<file path="src/sv/dvo_pkg.sv">
// ----------------------------------------------------------------------------
// dvo_pkg
// Shared constants, month tables and the stage-to-stage record for the
// date check and day offset pipeline.
// ----------------------------------------------------------------------------
package dvo_pkg;

  localparam int MONTH_W = 4;
  localparam int DAY_W   = 5;
  localparam int YEAR_W  = 14;
  localparam int OFS_W   = 16;
  localparam int DOY_W   = 9;
  localparam int QY_W    = 8;   // whole years carried, at most 179
  localparam int Q100_W  = 8;   // year / 100, at most 163

  localparam logic [YEAR_W-1:0] YEAR_LOW      = 14'd1000;
  localparam logic [YEAR_W-1:0] YEAR_HIGH     = 14'd9999;
  localparam logic [DOY_W-1:0]  DAYS_PER_YEAR = 9'd365;

  // floor(v/365) = (v*RECIP_365) >> 24, exact for v < 2^16
  localparam logic [15:0] RECIP_365 = 16'd45965;
  localparam int          SH_365    = 24;
  // floor(v/100) = (v*RECIP_100) >> 19, exact for v < 2^14
  localparam logic [12:0] RECIP_100 = 13'd5243;
  localparam int          SH_100    = 19;

  typedef struct packed {
    logic                 base_ok;   // all checks except the leap rule
    logic                 feb29;
    logic [YEAR_W-1:0]    year;
    logic [Q100_W-1:0]    q100;
    logic [DOY_W-1:0]     doy;
    logic [DOY_W-1:0]     rem;
    logic                 in_year;
    logic [DOY_W-1:0]     pos_near;
    logic [OFS_W-1:0]     r;
    logic [QY_W-1:0]      qy;
  } dvo_mid_t;

  // days in a month, 365-day table
  function automatic logic [DAY_W-1:0] month_len(input logic [MONTH_W-1:0] m);
    logic [DAY_W-1:0] len;
    unique case (m)
      4'd1, 4'd3, 4'd5, 4'd7, 4'd8, 4'd10, 4'd12: len = 5'd31;
      4'd4, 4'd6, 4'd9, 4'd11:                    len = 5'd30;
      4'd2:                                       len = 5'd28;
      default:                                    len = 5'd0;
    endcase
    return len;
  endfunction

  // days in the months before m, 365-day table
  function automatic logic [DOY_W-1:0] days_before(input logic [MONTH_W-1:0] m);
    logic [DOY_W-1:0] n;
    unique case (m)
      4'd2:    n = 9'd31;
      4'd3:    n = 9'd59;
      4'd4:    n = 9'd90;
      4'd5:    n = 9'd120;
      4'd6:    n = 9'd151;
      4'd7:    n = 9'd181;
      4'd8:    n = 9'd212;
      4'd9:    n = 9'd243;
      4'd10:   n = 9'd273;
      4'd11:   n = 9'd304;
      4'd12:   n = 9'd334;
      default: n = 9'd0;
    endcase
    return n;
  endfunction

endpackage

</file>
<file path="src/sv/dvo_front.sv">
// ----------------------------------------------------------------------------
// dvo_front
// First stage: range checks, day of year, offset split and the two
// reciprocal multiplies, registered into the mid record.
// ----------------------------------------------------------------------------
module dvo_front (
  input  logic                           clk,
  input  logic                           rst,
  input  logic                           in_valid,
  input  logic [dvo_pkg::MONTH_W-1:0]    month_in,
  input  logic [dvo_pkg::DAY_W-1:0]      day_in,
  input  logic [dvo_pkg::YEAR_W-1:0]     year_in,
  input  logic [dvo_pkg::OFS_W-1:0]      offset_days,
  output logic                           mid_valid,
  output dvo_pkg::dvo_mid_t              mid
);
  import dvo_pkg::*;

  logic [DAY_W-1:0]  mlen;
  logic              feb29;
  logic              base_ok;
  logic [DOY_W-1:0]  doy;
  logic [DOY_W-1:0]  rem;
  logic              in_year;
  logic [OFS_W-1:0]  r;
  logic [OFS_W-1:0]  near_sum;
  logic [31:0]       prod_y;
  logic [26:0]       prod_c;
  dvo_mid_t          mid_next;

  always_comb begin
    mlen     = month_len(month_in);
    feb29    = (month_in == 4'd2) && (day_in == 5'd29);
    base_ok  = (year_in >= YEAR_LOW) && (year_in <= YEAR_HIGH) &&
               (month_in >= 4'd1) && (month_in <= 4'd12) &&
               (day_in != 5'd0) && ((day_in <= mlen) || feb29);
    doy      = days_before(month_in) + {4'd0, day_in};
    rem      = DAYS_PER_YEAR - doy;
    in_year  = ({7'd0, rem} >= offset_days);
    // days past January 1 of the next year when the offset leaves the year
    r        = offset_days - {7'd0, rem} - 16'd1;
    near_sum = offset_days + {7'd0, doy};
    prod_y   = 32'(r) * 32'(RECIP_365);
    prod_c   = 27'(year_in) * 27'(RECIP_100);

    mid_next.base_ok  = base_ok;
    mid_next.feb29    = feb29;
    mid_next.year     = year_in;
    mid_next.q100     = prod_c[SH_100 +: Q100_W];
    mid_next.doy      = doy;
    mid_next.rem      = rem;
    mid_next.in_year  = in_year;
    mid_next.pos_near = near_sum[DOY_W-1:0];
    mid_next.r        = r;
    mid_next.qy       = prod_y[SH_365 +: QY_W];
  end

  always_ff @(posedge clk) begin
    if (rst) begin
      mid_valid <= 1'b0;
    end else begin
      mid_valid <= in_valid;
    end
  end

  always_ff @(posedge clk) begin
    mid <= mid_next;
  end

endmodule

</file>
<file path="src/sv/dvo_back.sv">
// ----------------------------------------------------------------------------
// dvo_back
// Second stage: leap rule, position in the target year, month split and
// the result register.
// ----------------------------------------------------------------------------
module dvo_back (
  input  logic                           clk,
  input  logic                           rst,
  input  logic                           mid_valid,
  input  dvo_pkg::dvo_mid_t              mid,
  output logic                           done,
  output logic                           date_valid,
  output logic [dvo_pkg::DOY_W-1:0]      day_of_year,
  output logic [dvo_pkg::DOY_W-1:0]      days_remaining,
  output logic [dvo_pkg::MONTH_W-1:0]    month_out,
  output logic [dvo_pkg::DAY_W-1:0]      day_out,
  output logic [dvo_pkg::YEAR_W-1:0]     year_out
);
  import dvo_pkg::*;

  logic [14:0]        mul100;
  logic               div4;
  logic               div100;
  logic               div400;
  logic               leap;
  logic               ok;
  logic [OFS_W-1:0]   far_diff;
  logic [DOY_W-1:0]   pos;
  logic [YEAR_W-1:0]  yo;
  logic [MONTH_W-1:0] mo;
  logic [DOY_W-1:0]   day_wide;

  always_comb begin
    mul100   = 15'(mid.q100) * 15'd100;
    div4     = (mid.year[1:0] == 2'd0);
    div100   = (mul100 == {1'b0, mid.year});
    div400   = div100 && (mid.q100[1:0] == 2'd0);
    leap     = (div4 && !div100) || div400;
    ok       = mid.base_ok && (!mid.feb29 || leap);

    far_diff = mid.r - 16'(mid.qy) * 16'd365 + 16'd1;
    pos      = mid.in_year ? mid.pos_near : far_diff[DOY_W-1:0];
    yo       = mid.in_year ? mid.year : mid.year + 14'd1 + {6'd0, mid.qy};

    // month = 1 + number of month ends before pos (capped at December)
    mo = 4'd1;
    for (int i = 1; i < 12; i++) begin
      if (pos > days_before(4'(i + 1))) mo = mo + 4'd1;
    end
    day_wide = pos - days_before(mo);
  end

  always_ff @(posedge clk) begin
    if (rst) begin
      done <= 1'b0;
    end else begin
      done <= mid_valid;
    end
  end

  always_ff @(posedge clk) begin
    date_valid     <= ok;
    day_of_year    <= ok ? mid.doy : '0;
    days_remaining <= ok ? mid.rem : '0;
    month_out      <= ok ? mo : '0;
    day_out        <= ok ? day_wide[DAY_W-1:0] : '0;
    year_out       <= ok ? yo : '0;
  end

endmodule

</file>
<file path="src/sv/date_validate_and_offset.sv">
// ----------------------------------------------------------------------------
// date_validate_and_offset
// Gregorian date check with day of year, days remaining and the date a
// given number of days later, carried on a 365-day year.
//
//  port group      dir  timing
//  start/busy      in/out transfer when start && !busy; busy stays low
//  month_in..      in   sampled with start
//  done            out  one-cycle strobe per result
//  date_valid..    out  valid while done is high
//
//  One item per cycle; each result passes the input register, the mid
//  register and the result register.
//  The two reciprocal multiplies and the month split are each followed
//  by a register.
//  Synchronous reset clears the pipeline valid bits; results in flight are
//  dropped. The receiver cannot stall, so no flow control is needed.
// ----------------------------------------------------------------------------
module date_validate_and_offset (
  input  logic                           clk,
  input  logic                           rst,
  input  logic                           start,
  output logic                           busy,
  input  logic [dvo_pkg::MONTH_W-1:0]    month_in,
  input  logic [dvo_pkg::DAY_W-1:0]      day_in,
  input  logic [dvo_pkg::YEAR_W-1:0]     year_in,
  input  logic [dvo_pkg::OFS_W-1:0]      offset_days,
  output logic                           done,
  output logic                           date_valid,
  output logic [dvo_pkg::DOY_W-1:0]      day_of_year,
  output logic [dvo_pkg::DOY_W-1:0]      days_remaining,
  output logic [dvo_pkg::MONTH_W-1:0]    month_out,
  output logic [dvo_pkg::DAY_W-1:0]      day_out,
  output logic [dvo_pkg::YEAR_W-1:0]     year_out
);
  import dvo_pkg::*;

  logic               in_valid;
  logic [MONTH_W-1:0] month_r;
  logic [DAY_W-1:0]   day_r;
  logic [YEAR_W-1:0]  year_r;
  logic [OFS_W-1:0]   ofs_r;
  logic               mid_valid;
  dvo_mid_t           mid;

  assign busy = 1'b0;

  always_ff @(posedge clk) begin
    if (rst) begin
      in_valid <= 1'b0;
    end else begin
      in_valid <= start && !busy;
    end
  end

  always_ff @(posedge clk) begin
    month_r <= month_in;
    day_r   <= day_in;
    year_r  <= year_in;
    ofs_r   <= offset_days;
  end

  dvo_front u_front (
    .clk         (clk),
    .rst         (rst),
    .in_valid    (in_valid),
    .month_in    (month_r),
    .day_in      (day_r),
    .year_in     (year_r),
    .offset_days (ofs_r),
    .mid_valid   (mid_valid),
    .mid         (mid)
  );

  dvo_back u_back (
    .clk            (clk),
    .rst            (rst),
    .mid_valid      (mid_valid),
    .mid            (mid),
    .done           (done),
    .date_valid     (date_valid),
    .day_of_year    (day_of_year),
    .days_remaining (days_remaining),
    .month_out      (month_out),
    .day_out        (day_out),
    .year_out       (year_out)
  );

  a_latency: assert property (@(posedge clk) disable iff (rst)
    (start && !busy) |-> ##3 done)
    else $error("transfer did not produce a result three cycles later");

  a_no_orphan: assert property (@(posedge clk) disable iff (rst)
    done |-> $past(start && !busy, 3))
    else $error("result strobe without a matching transfer");

  a_invalid_zero: assert property (@(posedge clk) disable iff (rst)
    (done && !date_valid) |-> (day_of_year == '0) && (days_remaining == '0) &&
      (month_out == '0) && (day_out == '0) && (year_out == '0))
    else $error("invalid date with nonzero result fields");

  a_year_sum: assert property (@(posedge clk) disable iff (rst)
    (done && date_valid) |->
      (({1'b0, day_of_year} + {1'b0, days_remaining}) == 10'd365))
    else $error("day of year and days remaining do not sum to 365");

  a_date_range: assert property (@(posedge clk) disable iff (rst)
    (done && date_valid) |-> (month_out >= 4'd1) && (month_out <= 4'd12) &&
      (day_out >= 5'd1) && (day_out <= month_len(month_out)))
    else $error("offset date out of range");

endmodule

</file>
<file path="config.mk">
export PLATFORM = sky130hd
export DESIGN_NAME = date_validate_and_offset
export DESIGN_NICKNAME = d
export VERILOG_FILES = /design/src/sv/dvo_pkg.sv /design/src/sv/dvo_front.sv /design/src/sv/dvo_back.sv /design/src/sv/date_validate_and_offset.sv
export SDC_FILE = /design/constraint.sdc
export NUM_CORES = 1
export LEC_CHECK = 0
export BUFFER_PORTS_ARGS = -buffer_cell sky130_fd_sc_hd__buf_2
export CORE_ASPECT_RATIO = 1.5
export CORE_UTILIZATION = 45
export CTS_BUF_LIST = sky130_fd_sc_hd__clkbuf_8 sky130_fd_sc_hd__clkbuf_16
export DETAILED_ROUTE_END_ITERATION = 10
export SLEW_MARGIN = 15
export SYNTH_ARGS = -nofsm -noshare
export SYNTH_HDL_FRONTEND = slang
export SYNTH_SLANG_ARGS = --single-unit
</file>
<file path="constraint.sdc">
create_clock -name clk -period 9.2 [get_ports clk]
set_clock_uncertainty 0.2 [all_clocks]
set_input_delay 1.38 -clock clk [delete_from_list [all_inputs] [get_ports clk]]
set_output_delay 1.38 -clock clk [all_outputs]
set_load 0.01 [all_outputs]
</file>
==> Word level (Yosys, flattened, before mapping) <==
Memories as Yosys holds them, arrays and structs flattened. A register that Yosys moved wholly into a read port is not among the register bits.
Index checks and enable logic that the tools add are counted.
{ "word_totals": {"output_inout_bits": 44, "wordCells": 100, "register_bits": 153, "romBits": 368, "memories": 3} }
{ "memory_table": {"columns": ["name", "words", "width", "read_ports", "rd_clocked_by_memory_dff", "wr", "line", "text"], "rows": [
  ["(no name shown)", 16, 9, 1, 0, 0, "dvo_pkg.sv:55", "unique case (m)"],
  ["(no name shown)", 16, 9, 1, 1, 0, "dvo_pkg.sv:55", null],
  ["(no name shown)", 16, 5, 1, 1, 0, "dvo_pkg.sv:43", "unique case (m)"]
]} }
{ "op_classes": {"add_sub_neg": 20, "muxes": 13, "n_reduce_logical": 17, "n_mul": 4, "order_cmp": 17, "n_eq_ne": 3} }
{ "op_table": {"columns": ["cell", "n"], "rows": [
  ["4-bit 2-to-1 mux", 10],
  ["4-bit by 1-bit adder with 4-bit output (second input constant)", 9],
  ["9-bit by 8-bit greater-than comparator with 1-bit output (second input constant)", 4],
  ["16-bit by 16-bit multiplier with 32-bit output (second input constant)", 1],
  ["9-bit greater-than comparator (second input constant)", 3],
  ["14-bit by 13-bit multiplier with 27-bit output (second input constant)", 1],
  ["9-bit by 7-bit greater-than comparator with 1-bit output (second input constant)", 2],
  ["9-bit by 16-bit >= comparator with 1-bit output", 1],
  ["16-bit by 1-bit subtractor with 16-bit output (second input constant)", 1],
  ["16-bit by 9-bit subtractor with 16-bit output", 1],
  ["15-bit by 14-bit equality test with 1-bit output", 1],
  ["14-bit by 1-bit adder with 14-bit output (second input constant)", 1],
  ["14-bit by 8-bit adder with 14-bit output", 1],
  ["14-bit by 10-bit >= comparator with 1-bit output (second input constant)", 1],
  ["14-bit less-or-equal comparator (second input constant)", 1],
  ["14-bit 2-to-1 mux", 1],
  ["8-bit by 5-bit multiplier with 13-bit output (second input constant)", 1],
  ["9-bit by 1-bit adder with 9-bit output (second input constant)", 1],
  ["9-bit by 5-bit adder with 9-bit output", 1],
  ["9-bit adder", 1],
  ["9-bit by 5-bit greater-than comparator with 1-bit output (second input constant)", 1],
  ["9-bit by 6-bit greater-than comparator with 1-bit output (second input constant)", 1],
  ["1-bit logical AND", 9],
  ["8-bit by 9-bit multiplier with 9-bit output (second input constant)", 1],
  ["other kinds (15)", 19]
]} }

==> Depth between registers and ports, before layout <==
An unclocked memory read counts as a cell.
{ "depth": {"depth_word": 28, "mapped_depth": 52, "mapped_depth_nobuf": 51} }

==> Cells and area by module <==
A second synthesis with hierarchy kept.
{ "hier_totals": {"cells_unflattened": 1822, "hier_area_um2": 17555.6} }
{ "by_module_without_submodules": {"columns": ["mod", "cells_per_inst", "area_per_inst_um2", "seq_area_each_um2", "n_inst"], "rows": [
  ["dvo_front", 1168, 11534.8, 1501.4, 1],
  ["dvo_back", 611, 5195.0, 860.8, 1],
  ["date_validate_and_offset", 43, 825.8, 800.8, 1]
]} }

==> Least setup slack after synthesis <==
No wires, ideal clock.
{ "synth_path": {"path_type": "register to register", "start": "register, netlist name u_front.mid[1]", "end": "register u_back.day_out[4] in the netlist's numbering", "arrival_ns": 9.646, "setup_time_ns": 0.128, "path_slack_ns": -0.774, "path_buffers": 1, "synth_period_minus_slack_ns": 9.974, "path_stages_with_launch": 43, "required_time_ns": 8.872, "path_cell_list": "dfxtp_1 -> inv_1 -> fa_1 -> fa_1 -> fa_1 -> fa_1 -> ha_1 -> ha_1 -> or3b_1 -> o311ai_1 -> nor3_4 -> and2_1 -> nor2b_1 -> ha_1 -> inv_1 -> xnor2_1 -> ha_1 -> o21ai_0 -> (+7 left out) -> a21oi_1 -> ha_1 -> o21ai_1 -> a211oi_1 -> o41ai_2 -> nand2_1 -> xor3_1 -> nand3b_1 -> xnor3_1 -> buf_6 -> a221o_1 -> fa_1 -> a21o_1 -> a21oi_1 -> xnor2_1 -> nor3_1 -> mux2i_1 -> o211ai_1"} }
{ "synth_via": {"elab_chain_len": 28, "word_cells_on_any_way": 38} }
{ "synth_rtl": {"columns": ["element", "line", "text"], "rows": [
  ["8-bit by 9-bit multiplier with 9-bit output (*)", "dvo_back.sv:41", "far_diff = mid.r - 16'(mid.qy) * 16'd365 + 16'd1;"],
  ["9-bit subtractor (*)", "dvo_back.sv:41", null],
  ["9-bit by 1-bit adder with 9-bit output (*)", "dvo_back.sv:41", null],
  ["9-bit 2-to-1 mux (*)", "dvo_back.sv:42", "pos = mid.in_year ? mid.pos_near : far_diff[DOY_W-1:0];"],
  ["9-bit by 5-bit greater-than comparator with 1-bit output", "dvo_back.sv:48", "if (pos > days_before(4'(i + 1))) mo = mo + 4'd1;"],
  ["2-bit 2-to-1 mux", "dvo_back.sv:48", null],
  ["2-bit by 1-bit adder with 3-bit output", "dvo_back.sv:48", null],
  ["4-bit 2-to-1 mux", "dvo_back.sv:48", null],
  ["(+12 left out)", null, null],
  ["4-bit by 1-bit adder with 4-bit output", "dvo_back.sv:48", null],
  ["4-bit 2-to-1 mux", "dvo_back.sv:48", null],
  ["4-bit by 1-bit adder with 4-bit output", "dvo_back.sv:48", null],
  ["4-bit 2-to-1 mux", "dvo_back.sv:48", null],
  ["4-bit by 1-bit adder with 4-bit output", "dvo_back.sv:48", null],
  ["4-bit 2-to-1 mux", "dvo_back.sv:48", null],
  ["memory read 16 x 9 bit", null, null],
  ["5-bit subtractor (*)", "dvo_back.sv:50", "day_wide = pos - days_before(mo);"],
  ["to (signal assigned)", "dvo_back.sv:66", "day_out <= ok ? day_wide[DAY_W-1:0] : '0;"],
  ["to (decl)", "dvo_back.sv:16", "output logic [dvo_pkg::DAY_W-1:0] day_out,"]
]} }
Every way passes the cells marked *; elsewhere a longest branch is shown, timed or not.
A chain may end at the register's enable or synchronous reset.

==> Worst setup path after layout <==
{ "layout_path": {"start": "register, netlist name u_front.mid[1]", "end": "register u_back.day_out[4] in the netlist's numbering"} }
{ "layout_via": {"elab_chain_len": 28, "word_cells_on_any_way": 38} }
{ "layout_rtl": {"columns": ["element", "line"], "rows": [
  ["8-bit by 9-bit multiplier with 9-bit output (*)", "dvo_back.sv:41"],
  ["9-bit subtractor (*)", "dvo_back.sv:41"],
  ["9-bit by 1-bit adder with 9-bit output (*)", "dvo_back.sv:41"],
  ["9-bit 2-to-1 mux (*)", "dvo_back.sv:42"],
  ["9-bit by 5-bit greater-than comparator with 1-bit output", "dvo_back.sv:48"],
  ["2-bit 2-to-1 mux", "dvo_back.sv:48"],
  ["2-bit by 1-bit adder with 3-bit output", "dvo_back.sv:48"],
  ["4-bit 2-to-1 mux", "dvo_back.sv:48"],
  ["(+12 left out)", null],
  ["4-bit by 1-bit adder with 4-bit output", "dvo_back.sv:48"],
  ["4-bit 2-to-1 mux", "dvo_back.sv:48"],
  ["4-bit by 1-bit adder with 4-bit output", "dvo_back.sv:48"],
  ["4-bit 2-to-1 mux", "dvo_back.sv:48"],
  ["4-bit by 1-bit adder with 4-bit output", "dvo_back.sv:48"],
  ["4-bit 2-to-1 mux", "dvo_back.sv:48"],
  ["memory read 16 x 9 bit", null],
  ["5-bit subtractor (*)", "dvo_back.sv:50"]
]} }
Marked as above.

==> results.sh <==
export IMPL_nNetsFinal=2558
export IMPL_drv_cap=0
export IMPL_vias=12400
export IMPL_cp_slowest_stage_delay_ps=600
export IMPL_cts_hold_fix_buffers=0
export IMPL_setup_violations=3
export IMPL_setup_tns_ps=-864
export IMPL_drtPass1Iterations=5
export IMPL_viasPerCell=5.03
export IMPL_drc=0
export IMPL_initialDrtViolationCount=350
export IMPL_synth_top_area_cell="ha_1"
export IMPL_synthFlopType="dfxtp_1"
export IMPL_initial_core_util=0.457
export IMPL_failed_checks="negative setup slack"
export IMPL_cts_tree="yes"
export IMPL_place_hpwl_mm=33.3
export IMPL_finalWirelength_mm=39.4
export IMPL_numCtsBuffers=17
export IMPL_final_layout_size_suffix_gt1_frac=0.212
export IMPL_finalCritPeriodShare=1.05
export IMPL_yosysWarnings=0
export IMPL_antenna_found_initial=0
export IMPL_status="finished with violations"
export IMPL_io_pins=86
export IMPL_clockBufferDepth=2
export IMPL_maxSlewHeadroom=0.246
export IMPL_clockRootBuffer="clkbuf_16"
export IMPL_endpoint_kind="flip-flop"
export IMPL_grt_max_degree=49
export IMPL_ant_nets=0
export IMPL_cts_sinks=162
export IMPL_finalCriticalPeriod_ps=9700
export IMPL_rsz0062_at_grt="true"
export IMPL_syn_area_mm2=0.0172
export IMPL_clk_pin_slew_ps=80
export IMPL_synth_cell_types=91
export IMPL_grt_overflow=0
export IMPL_worstPathArrival_ps=9840
export IMPL_synth_seq_cells=162
export IMPL_clock_latency_ps=450
export IMPL_rows=87
export IMPL_startpoint_type="flip-flop"
export IMPL_required_ps=9340
export IMPL_routedWlPerCell_um=16.0
export IMPL_finalMaxSlewViolations=0
export IMPL_synth_commonest_cells="ha_1 (382), inv_1 (345), fa_1 (173), dfxtp_1 (162), nor2_1 (88)"
export IMPL_areaGrowthSynthToFinish_pct=20.2
export IMPL_core_area_mm2=0.0377
export IMPL_hold_class="flip-flop to flip-flop"
export IMPL_cts_htree_levels=4
export IMPL_grt_pass1_wl_mm=65.1
export IMPL_syn_inst=1711
export IMPL_avgSynthCellArea_um2=10.1
export IMPL_die_width_um=162
export IMPL_synth_top_area_frac=0.278
export IMPL_globalplace_congestion=0.886
export IMPL_die_y_um=242
export IMPL_dieArea_mm2=0.0391
export IMPL_grt_pass1_vias=13500
export IMPL_synth_nets=2308
export IMPL_grt_use_total=0.213
export IMPL_final_hold_violation_count=0
export IMPL_synth_edf_count=0
export IMPL_crit_type="flip-flop to flip-flop"
export IMPL_timing_fmax_mhz=103
export IMPL_ys_top_cells_by_area="ha_1 (28%), fa_1 (20%), dfxtp_1 (19%), inv_1 (7.5%), xnor2_1 (3.8%)"
export IMPL_yosysMostFrequentCell="ha_1"
export IMPL_crit_path_top_delay_cell="fa_1"
export IMPL_yosysSeqAreaShare=0.188
export IMPL_io_buffers=84
export IMPL_ys_async_sr_fraction=0
export IMPL_diodes=0
export IMPL_layout_setup_ws_ps=-503
export IMPL_tightest_slew_ps=1120
export IMPL_cp_max_fo=5
==> layout by cell type, fill, tap and decap left out, types with 26 or more instances in the layout <==
cell,Yosys,layout
ha_1,382,367
inv_1,345,340
fa_1,173,170
buf_4,5,158
dfxtp_1,162,157
buf_2,2,84
nor2_1,88,80
xnor2_1,75,64
a21oi_1,58,46
a21o_1,45,45
nand2_1,39,36
xor2_1,31,28
and3_1,27,27
o21ai_0,33,26
==> registers in the layout (all words and copies together) (netlist names), 3 cells and up, named ones only <==
signal                 flops
u_back.year_out           14
u_back.days_remaining      9
month_r                    4
u_back.day_out             5
day_r                      5
u_front.mid               67
u_front.mlen               3
u_back.month_out           4
u_back.day_of_year         8
year_r                    14
ofs_r                     16
==> cells by family (layout without fill, tap and decap cells) <==
group / Yosys count / count (layout) / synth area share
other: 1 / 1 / 0.000218
DFF: 162 / 162 / 0.188
buffers and inverters: 366 / 629 / 0.0819
xor gates and xnor gates: 116 / 116 / 0.0660
and+or+nand+nor: 275 / 275 / 0.0867
adders and majority gates: 555 / 555 / 0.479
muxes: 14 / 14 / 0.0100
AOI/OAI and AO/OA: 222 / 222 / 0.0883
==> worst paths after layout <==
path,depth (start not counted),startpoint,slack [ps],end
max,43,u_front.mid[1],-500,u_back.day_out[4]
min,1,in_valid,240,u_front.mid_valid
max reg2reg,43,u_front.mid[1],-500,u_back.day_out[4]
min reg2reg,1,in_valid,240,u_front.mid_valid
==> timing repair <==
action	CTS	global route
setup buffers	15	22
resized for setup	41	70
endpoints found under the setup margin	6	10
gates cloned	0	0
pin swaps	23	50
==> critical path: cells and delay by family, from the launching register on <==
family	cells	cell delay, ps
fa+ha+maj	11	3920
compound gates	14	2460
simple gates	8	1000
xor+xnor	4	950
mux	2	360
flops	1	350
buf+inv	4	320
==> layout make-up <==
class / count / area [um^2]
timing repair buffer: 250 / 1700
clock inverter: 15 / 209
multi-input combinational: 1183 / 13200
inverter: 347 / 1310
sequential: 162 / 3250
clock buffer: 17 / 425
fill: 3437 / 17000
tap: 489 / 612
==> stage by stage <==
| stage | util | worst slack [ps] | hold WS [ps] | std cells | cell area, um^2 |
|---|---|---|---|---|---|
| after floorplan | - | -173 | 201 | 1711 | 17300 |
| after global placement | 0.511 | -258 | 227 | 2395 | 19200 |
| after detailed placement | 0.511 | -481 | 227 | 2395 | 19200 |
| after CTS | 0.536 | -397 | 246 | 2442 | 20200 |
| after global routing | 0.550 | -908 | 264 | 2463 | 20700 |
| final | 0.550 | -503 | 243 | 2463 | 20700 |
==> metal layers <==
layer,routed length (um),vias to the layer above,global-route usage
met5,0,-,0
met4,1600,0,0.0941
met3,590,81,0.0209
met2,22800,160,0.425
met1,14400,6044,0.218
li1,-,6104,-
Power is not shown: default switching activity piles up to over one toggle a cycle in this logic, so the estimate is an artifact.
